**src/rtl/core/sitda_pkg.sv**
```systemverilog
`timescale 1ns / 1ps
// Shared constants for the signed integer to decimal ASCII unit.
// Depends on nothing; used by signed_int_to_decimal_ascii_unit.
package sitda_pkg;

  localparam int CHAR_W = 8;
  localparam int BCD_W  = 4;

  localparam logic [CHAR_W-1:0] CHAR_MINUS = 8'd45;
  localparam logic [CHAR_W-1:0] CHAR_ZERO  = 8'd48;

  localparam logic [BCD_W-1:0] BCD_ADJ_MIN = 4'd5;
  localparam logic [BCD_W-1:0] BCD_ADJ     = 4'd3;

endpackage

```
**src/rtl/core/signed_int_to_decimal_ascii_unit.sv**
```systemverilog
`timescale 1ns / 1ps
// Converts one two's complement integer into decimal ASCII characters.
// Depends on sitda_pkg for character codes and BCD digit constants.
//
// Usage: a request on the input channel (in_valid, in_stall, value) carries
// one integer of WIDTH bits. The output channel (out_valid, out_stall,
// character, last) returns its decimal text, most significant character
// first: a '-' for a negative value, then the digits with no leading zeros.
// The flag last marks the final digit; zero gives the single character '0'.
// One item is handled at a time: in_stall is high from the accepting edge
// until the last character has been loaded into the output register.
// The magnitude is shifted one bit per cycle into a BCD register with the
// add-three adjustment, WIDTH bits in all. The BCD register is then walked
// one decimal digit per cycle while the output is not stalled, NDIG =
// WIDTH*3/10+1 digits, skipping leading zeros; a '-' for a negative value
// goes out before the first digit.
// A stall on the output holds the character register and pauses the digit
// walk; the conversion phase runs on regardless. The next request is taken
// while the final character still waits in the output register.
// Reset is synchronous and clears the sequencer and the output valid flag.
module signed_int_to_decimal_ascii_unit #(
  parameter int WIDTH = 32
) (
  input  logic                           clk,
  input  logic                           rst,
  input  logic                           in_valid,
  output logic                           in_stall,
  input  logic signed [WIDTH-1:0]        value,
  output logic                           out_valid,
  input  logic                           out_stall,
  output logic [sitda_pkg::CHAR_W-1:0]   character,
  output logic                           last
);

  localparam int NDIG  = WIDTH * 3 / 10 + 1;
  localparam int BCDW  = NDIG * sitda_pkg::BCD_W;
  localparam int CNT_W = (WIDTH > 1) ? $clog2(WIDTH) : 1;
  localparam int DIG_W = (NDIG > 1) ? $clog2(NDIG) : 1;
  localparam logic [CNT_W-1:0] CNT_LAST = CNT_W'(WIDTH - 1);
  localparam logic [DIG_W-1:0] DIG_LAST = DIG_W'(NDIG - 1);

  typedef enum logic [1:0] {
    ST_IDLE,
    ST_CONV,
    ST_EMIT
  } state_t;

  state_t                         state;
  logic [WIDTH-1:0]               mag;
  logic [BCDW-1:0]                bcd;
  logic [BCDW-1:0]                bcd_adj;
  logic [CNT_W-1:0]               bitcnt;
  logic [DIG_W-1:0]               digcnt;
  logic                           sign_pending;
  logic                           started;
  logic [WIDTH-1:0]               value_u;
  logic [sitda_pkg::BCD_W-1:0]    top_digit;
  logic                           out_free;
  logic                           emit_load;

  assign value_u   = value;
  assign top_digit = bcd[BCDW-1 -: sitda_pkg::BCD_W];
  assign out_free  = !out_valid || !out_stall;
  assign in_stall  = (state != ST_IDLE);
  assign emit_load = (state == ST_EMIT) && out_free &&
                     (sign_pending || top_digit != '0 || started || digcnt == DIG_LAST);

  always_comb begin
    for (int i = 0; i < NDIG; i++) begin
      if (bcd[i*sitda_pkg::BCD_W +: sitda_pkg::BCD_W] >= sitda_pkg::BCD_ADJ_MIN) begin
        bcd_adj[i*sitda_pkg::BCD_W +: sitda_pkg::BCD_W] =
          bcd[i*sitda_pkg::BCD_W +: sitda_pkg::BCD_W] + sitda_pkg::BCD_ADJ;
      end else begin
        bcd_adj[i*sitda_pkg::BCD_W +: sitda_pkg::BCD_W] =
          bcd[i*sitda_pkg::BCD_W +: sitda_pkg::BCD_W];
      end
    end
  end

  always_ff @(posedge clk) begin
    if (rst) begin
      state     <= ST_IDLE;
      out_valid <= 1'b0;
    end else begin
      if (emit_load) begin
        out_valid <= 1'b1;
      end else if (out_valid && !out_stall) begin
        out_valid <= 1'b0;
      end
      unique case (state)
        ST_IDLE: begin
          if (in_valid) begin
            mag          <= value_u[WIDTH-1] ? (~value_u + WIDTH'(1)) : value_u;
            sign_pending <= value_u[WIDTH-1];
            bcd          <= '0;
            bitcnt       <= '0;
            digcnt       <= '0;
            started      <= 1'b0;
            state        <= ST_CONV;
          end
        end
        ST_CONV: begin
          bcd    <= {bcd_adj[BCDW-2:0], mag[WIDTH-1]};
          mag    <= {mag[WIDTH-2:0], 1'b0};
          bitcnt <= bitcnt + CNT_W'(1);
          if (bitcnt == CNT_LAST) begin
            state <= ST_EMIT;
          end
        end
        ST_EMIT: begin
          if (out_free) begin
            if (sign_pending) begin
              character    <= sitda_pkg::CHAR_MINUS;
              last         <= 1'b0;
              sign_pending <= 1'b0;
            end else begin
              bcd    <= {bcd[BCDW-sitda_pkg::BCD_W-1:0], {sitda_pkg::BCD_W{1'b0}}};
              digcnt <= digcnt + DIG_W'(1);
              if (top_digit != '0 || started || digcnt == DIG_LAST) begin
                character <= sitda_pkg::CHAR_ZERO + sitda_pkg::CHAR_W'(top_digit);
                last      <= (digcnt == DIG_LAST);
                started   <= 1'b1;
              end
              if (digcnt == DIG_LAST) begin
                state <= ST_IDLE;
              end
            end
          end
        end
        default: begin
          state <= ST_IDLE;
        end
      endcase
    end
  end

endmodule
```
**config.mk**
```make
export PLATFORM = sky130hd
export DESIGN_NAME = signed_int_to_decimal_ascii_unit
export DESIGN_NICKNAME = d
export VERILOG_FILES = /design/src/rtl/core/sitda_pkg.sv /design/src/rtl/core/signed_int_to_decimal_ascii_unit.sv
export SDC_FILE = /design/constraint.sdc
export NUM_CORES = 1
export LEC_CHECK = 0
export BUFFER_PORTS_ARGS = -buffer_cell sky130_fd_sc_hd__buf_2
export CAP_MARGIN = 5
export CORE_MARGIN = 2
export CORE_UTILIZATION = 45
export CTS_CLUSTER_SIZE = 20
export DETAILED_ROUTE_END_ITERATION = 10
export HOLD_SLACK_MARGIN = 0.1
export PLACE_DENSITY = 0.7
export SYNTH_ARGS = -nofsm -noshare
export SYNTH_HDL_FRONTEND = slang
export SYNTH_SLANG_ARGS = --single-unit
```
**constraint.sdc**
```tcl
create_clock -name clk -period 11.6 [get_ports clk]
set_clock_uncertainty 0.05 [all_clocks]
set_input_delay 2.32 -clock clk [delete_from_list [all_inputs] [get_ports clk]]
set_output_delay 2.32 -clock clk [all_outputs]
set_load 0.02 [all_outputs]
```
; ---- After elaboration in Yosys (flattened, before gate mapping)
; Index checks and enable logic that the tools add are counted.
[word_totals]
regBits = 95
latch_bits = 0
ramBits = 0
romBits = 0
inputBits = 36
elab_cells = 113
n_memories = 0
[op_classes]
n_addsub = 14
mul = 0
div = 0
n_lt_le_gt_ge = 10
eq_ne = 10
n_shift = 0
muxes = 41
bitwise = 2
n_reduce_logical = 26
[ops]
columns = operator, n
row1 = $mux W40, 3
row2 = $pmux W40 S3, 1
row3 = $mux W32, 2
row4 = $pmux W32 S2, 1
row5 = $mux W4, 12
row6 = $ge A4 B3 Y1 const B, 10
row7 = $add A4 B2 Y4 const B, 9
row8 = $add A32 B1 Y32 const B, 1
row9 = $not A32 Y32, 1
row10 = $reduce_and A5 Y1, 3
row11 = $mux W2, 5
row12 = $pmux W5 S2, 1
row13 = $reduce_bool A2 Y1, 5
row14 = $mux W1, 9
row15 = $mux W8, 1
row16 = $ne A2 B2 Y1 const B, 4
row17 = $pmux W4 S2, 1
row18 = $reduce_and A4 Y1, 2
row19 = $add A6 B4 Y7 const A, 1
row20 = $logic_or A1 B1 Y1, 6
row21 = $pmux W2 S3, 1
row22 = $reduce_and A6 Y1, 1
row23 = $add A5 B1 Y5 const B, 1
row24 = $eq A5 B5 Y1 const B, 1
row25 = other kinds (16), 21

; ---- Logic depth before layout (Yosys ltp)
[depth]
ltp_word = 7
ltp_mapped = 7
ltp_nobuf = 7

; ---- Worst setup path before layout
; Ideal clock, no wire load.
[synth_timing]
path_kind = in2reg
start = input port rst
end = register bcd[0] (enable)
setup_time_ns = 0.537
arrival_time_ns = 6.411
setup_slack_ns = 4.602
path_stages = 2
path_buffers = 1
cell_sequence = buf_1 nor4_1
[synth_between]
elab_chain_cells = 2
[synth_lines]
columns = element, line_no
row1 = start: declaration, signed_int_to_decimal_ascii_unit.sv:25  ; input logic rst,
row2 = $not A1 Y1 (no source line), --
row3 = $reduce_and A5 Y1 (no source line), --
row4 = end signal: assignment, signed_int_to_decimal_ascii_unit.sv:103  ; bcd <= {bcd_adj[BCDW-2:0], mag[WIDTH-1]};
row5 = end signal: assignment, signed_int_to_decimal_ascii_unit.sv:117  ; bcd <= {bcd[BCDW-sitda_pkg::BCD_W-1:0], {sitda_pkg::BCD_W{1'b0}}};
row6 = end: declaration, signed_int_to_decimal_ascii_unit.sv:50  ; logic [BCDW-1:0] bcd;
; Every way passes these cells.
; A chain may end at the register's enable or synchronous reset.

; ---- Worst setup path after layout
[layout_timing]
start = input port value[1]
end = register mag[25] (data pin)
[layout_between]
elab_chain_cells = 5
[layout_lines]
columns = element, line_no
row1 = start: declaration, signed_int_to_decimal_ascii_unit.sv:28  ; input logic signed [WIDTH-1:0] value,
row2 = $not A32 Y32, signed_int_to_decimal_ascii_unit.sv:93  ; mag <= value_u[WIDTH-1] ? (~value_u + WIDTH'(1)) : value_u;
row3 = $add A32 B1 Y32, signed_int_to_decimal_ascii_unit.sv:93
row4 = $mux W32, signed_int_to_decimal_ascii_unit.sv:93
row5 = $mux W32, signed_int_to_decimal_ascii_unit.sv:92  ; if (in_valid) begin
row6 = $pmux W32 S2, signed_int_to_decimal_ascii_unit.sv:90  ; unique case (state)
row7 = end signal: assignment, signed_int_to_decimal_ascii_unit.sv:93
row8 = end signal: assignment, signed_int_to_decimal_ascii_unit.sv:104  ; mag <= {mag[WIDTH-2:0], 1'b0};
row9 = end: declaration, signed_int_to_decimal_ascii_unit.sv:49  ; logic [WIDTH-1:0] mag;
; Every way passes these cells. The select of a mux whose other input is x is not followed.

==> summary.md <==
| Metric | Value |
|---|---|
| Slowest stage cell, crit path | `nor4_1` |
| Cell Area, Synth | `5540 µm²` |
| Ys flop type | `edfxtp_1` |
| Vias in the first global route | `3907` |
| Antenna fix cells | `0` |
| Layout cells sized above 1 | `0.133` |
| PostCTS Resize Cnt | `0` |
| Commonest cells after routing, fill and taps aside | `edfxtp_1, nand2_1, o21ai_0, buf_2, a21oi_1` |
| Routed wire length | `10400 µm` |
| Largest net degree at the start of global routing | `68` |
| Tcrit/Tclk final | `0.351` |
| Area of the die | `~13000 µm²` |
| WP depth | `6` |
| RSZ-0062 raised after global routing | `false` |
| Hpwl dp | `7290 µm` |
| CP Launch Type | `primary input` |
| CTS Root Cell | `clkbuf_16` |
| Crit-path max FO | `8` |
| Skew-Pair Late Insertion Delay | `0.34 ns` |
| Synthesized area per cell | `10.2 µm²` |
| FF+latch count, synth | `92` |
| Gate Count Post-Synth | `542` |
| Synth unique cells | `43` |
| GP Congestion | `0.827` |
| Final core utilization | `0.513` |
| Sink Count | `92` |
| Die outline height | `between 100 and 150 µm` |
| Max Cap Violations | `0` |
| Crit Path Category | `primary input to register` |
| Crit path launch | `value[1]` |
| Required @ worst endpoint | `11.62 ns` |
| Combinational power share | `0.292` |
| Crit path to | `mag[25]` |
| Worst hold path class | `register to register` |
| Switching power share of the total | `0.327` |
| Finish-stage setup viols | `0` |
| Initial DRC count | `259` |
| Grt ovf | `0` |
| Post-CTS Setup Bufs | `0` |
| # port buffers | `43` |
| Initial Util | `0.462` |
| Internal | `0.764 mW` |
| Post-layout min period | `4.07 ns` |
| Post-synthesis async set-or-reset flop share | `0` |
| Final setup TNS | `0 ns` |
| Data arrival, critical path | `4.09 ns` |
| Avg WL per Cell | `14.2 µm` |
| Clock share of power | `0.250` |
| Post-synth EDFFs | `89` |
| First-pass GRT wire length | `17300 µm` |
| Number of buffers created by CTS | `9` |
| Commonest non-fill, non-tap cell in the layout | `edfxtp_1` |
| CP delay by family, top | `simple AND/OR/NAND/NOR gates` |
| Via total after detailed routing | `between 3000 and 4000` |
| H-tree depth | `3` |
| Slew at the pin closest to its max-slew limit | `1.03 ns` |
| Antenna Nets Post-Route | `0` |
| CTS clk-pin slew, worst paths | `around 0.060 ns` |
| CTS tree | `yes` |
| Critical Path Sink Type | `register` |
| Reg2reg path depth | `5` |
| Hold_buf cts | `0` |
| Largest stage delay, worst path | `0.56 ns` |
| CP bufs+invs | `1` |
| Initial antenna violation count | `0` |
| Peak supply drop | `0.0810 mV` |
| Row cnt | `40` |
| Reg2reg end | `bcd[10]` |
| Sequential-to-total area share from yosys stat | `0.493` |
| Die X | `115 µm` |
| Nets | `644` |
| Yosys warnings | `0` |
| Vias per cell | `5.46` |
| Area grow syn2layout | `11.2%` |
| Fmax | `245 MHz` |
| Fin. Hold Viols | `0` |
| # DRC | `0` |
| Power per cell area | `184 nW/µm²` |
| Final Slew Violations | `0` |
| R2R Setup Slk | `between 9 and 10 ns` |
| First drt pass iteration count | `4` |
| Core area | `12000 µm²` |
| Leakage | `2.25 nW` |
| Crit-path cells | `buf_2 > nor4_1 > nand3_1 > o41ai_1 > xor2_1 > o21ai_0` |
| Outcome | `finished clean` |
| Sequential Power Share | `0.458` |
| P_sw | `0.371 mW` |
| Reg2reg start | `state[0]` |
| Min-Delay Startpoint | `mag[2]` |
| Slew margin rel. | `0.315` |
| Worst-case clock buffer depth | `2` |
| All-Layer GR Usage | `0.162` |
| Top Ports | `47` |
## worst reg2reg max path, cell delays in order, from the launching register on
cell	delay, ns
dfxtp_1	0.38
inv_1	0.10
ha_1	0.34
a21boi_0	0.24
nor4_2	0.25
buf_4	0.48
## power by group through the flow
stage          clock network (mW)  registers [mW]  logic [mW]
4_1_cts                     0.291           0.520       0.338
5_1_grt                     0.302           0.530       0.379
6_report                    0.284           0.520       0.332
3_5_place_dp                    0           0.527       0.337
2_1_floorplan                   0           0.519       0.257
3_3_place_gp                    0           0.523       0.320
## layout make-up
type,count,area [µm²]
fill,1052,5850
multi-input combinational,398,2610
inverter,29,109
clock buffer,9,225
clock inverter,6,56.3
tap,147,184
timing repair buffer,47,245
sequential,92,2730
## synth_stat cells (5+ instances only)
| cell type | count | area (µm²) |
|---|---|---|
| a21oi_1 | 32 | 160 |
| and2_1 | 9 | 56.3 |
| clkbuf_1 | 17 | 63.8 |
| edfxtp_1 | 89 | 2670 |
| ha_1 | 31 | 388 |
| inv_1 | 29 | 109 |
| mux2_2 | 5 | 56.3 |
| mux2i_1 | 5 | 50.1 |
| nand2_1 | 73 | 274 |
| nand2b_1 | 11 | 68.8 |
| nand3_1 | 6 | 30.0 |
| nor2_1 | 25 | 93.8 |
| nor2b_1 | 6 | 37.5 |
| nor3b_1 | 13 | 97.6 |
| nor4_1 | 5 | 31.3 |
| o21ai_0 | 69 | 345 |
| o31ai_1 | 17 | 128 |
| o41ai_1 | 6 | 52.6 |
| xnor2_1 | 18 | 158 |
| xor2_1 | 31 | 272 |
## registers in the layout (all words and copies together), names as in the netlist
name,count
bcd,40
bitcnt,5
character,5
digcnt,4
last,1
mag,32
out_valid,1
sign_pending,1
started,1
state,2
## routing by layer
| layer | part of all wire | vias up | track usage |
|---|---|---|---|
| met5 | 0 | - | 0 |
| met4 | 0.020 | 0 | 0.0699 |
| met3 | 0.037 | 16 | 0.0248 |
| met2 | 0.49 | 75 | 0.283 |
| met1 | 0.45 | 1881 | 0.200 |
| li1 | - | 2000 | - |
## worst min-delay path by stage
| stage | endpoint | depth (start not counted) |
|---|---|---|
| 6_report | mag[3] | 2 |
| 5_1_grt | mag[1] | 2 |
| 4_1_cts | mag[3] | 2 |
| 3_5_place_dp | mag[25] | 2 |
| 3_3_place_gp | out_valid | 2 |
| 2_1_floorplan | mag[31] | 2 |
## through the flow
stage	instance area, µm²	worst slack (ns)	cells	total power [mW]	hold slack, ns
global placement	5880	7.20	713	0.843	0.441
detailed placement	5880	7.18	713	0.863	0.461
finish	6170	7.53	728	1.14	0.478
CTS	6170	7.53	728	1.15	0.483
global route	6170	7.28	728	1.21	0.504
floorplan	5550	4.60	543	0.776	0.443
## cells by family after synthesis
family,Yosys count,share of synthesized area
xor+xnor,49,0.0774
simple gates,171,0.155
mux,10,0.0192
buf+inv,53,0.0393
compound gates,134,0.145
other cells,2,0.00135
flops,92,0.493
fa+ha+maj,31,0.0700
No activity file was read; power rests on OpenSTA's default activity.
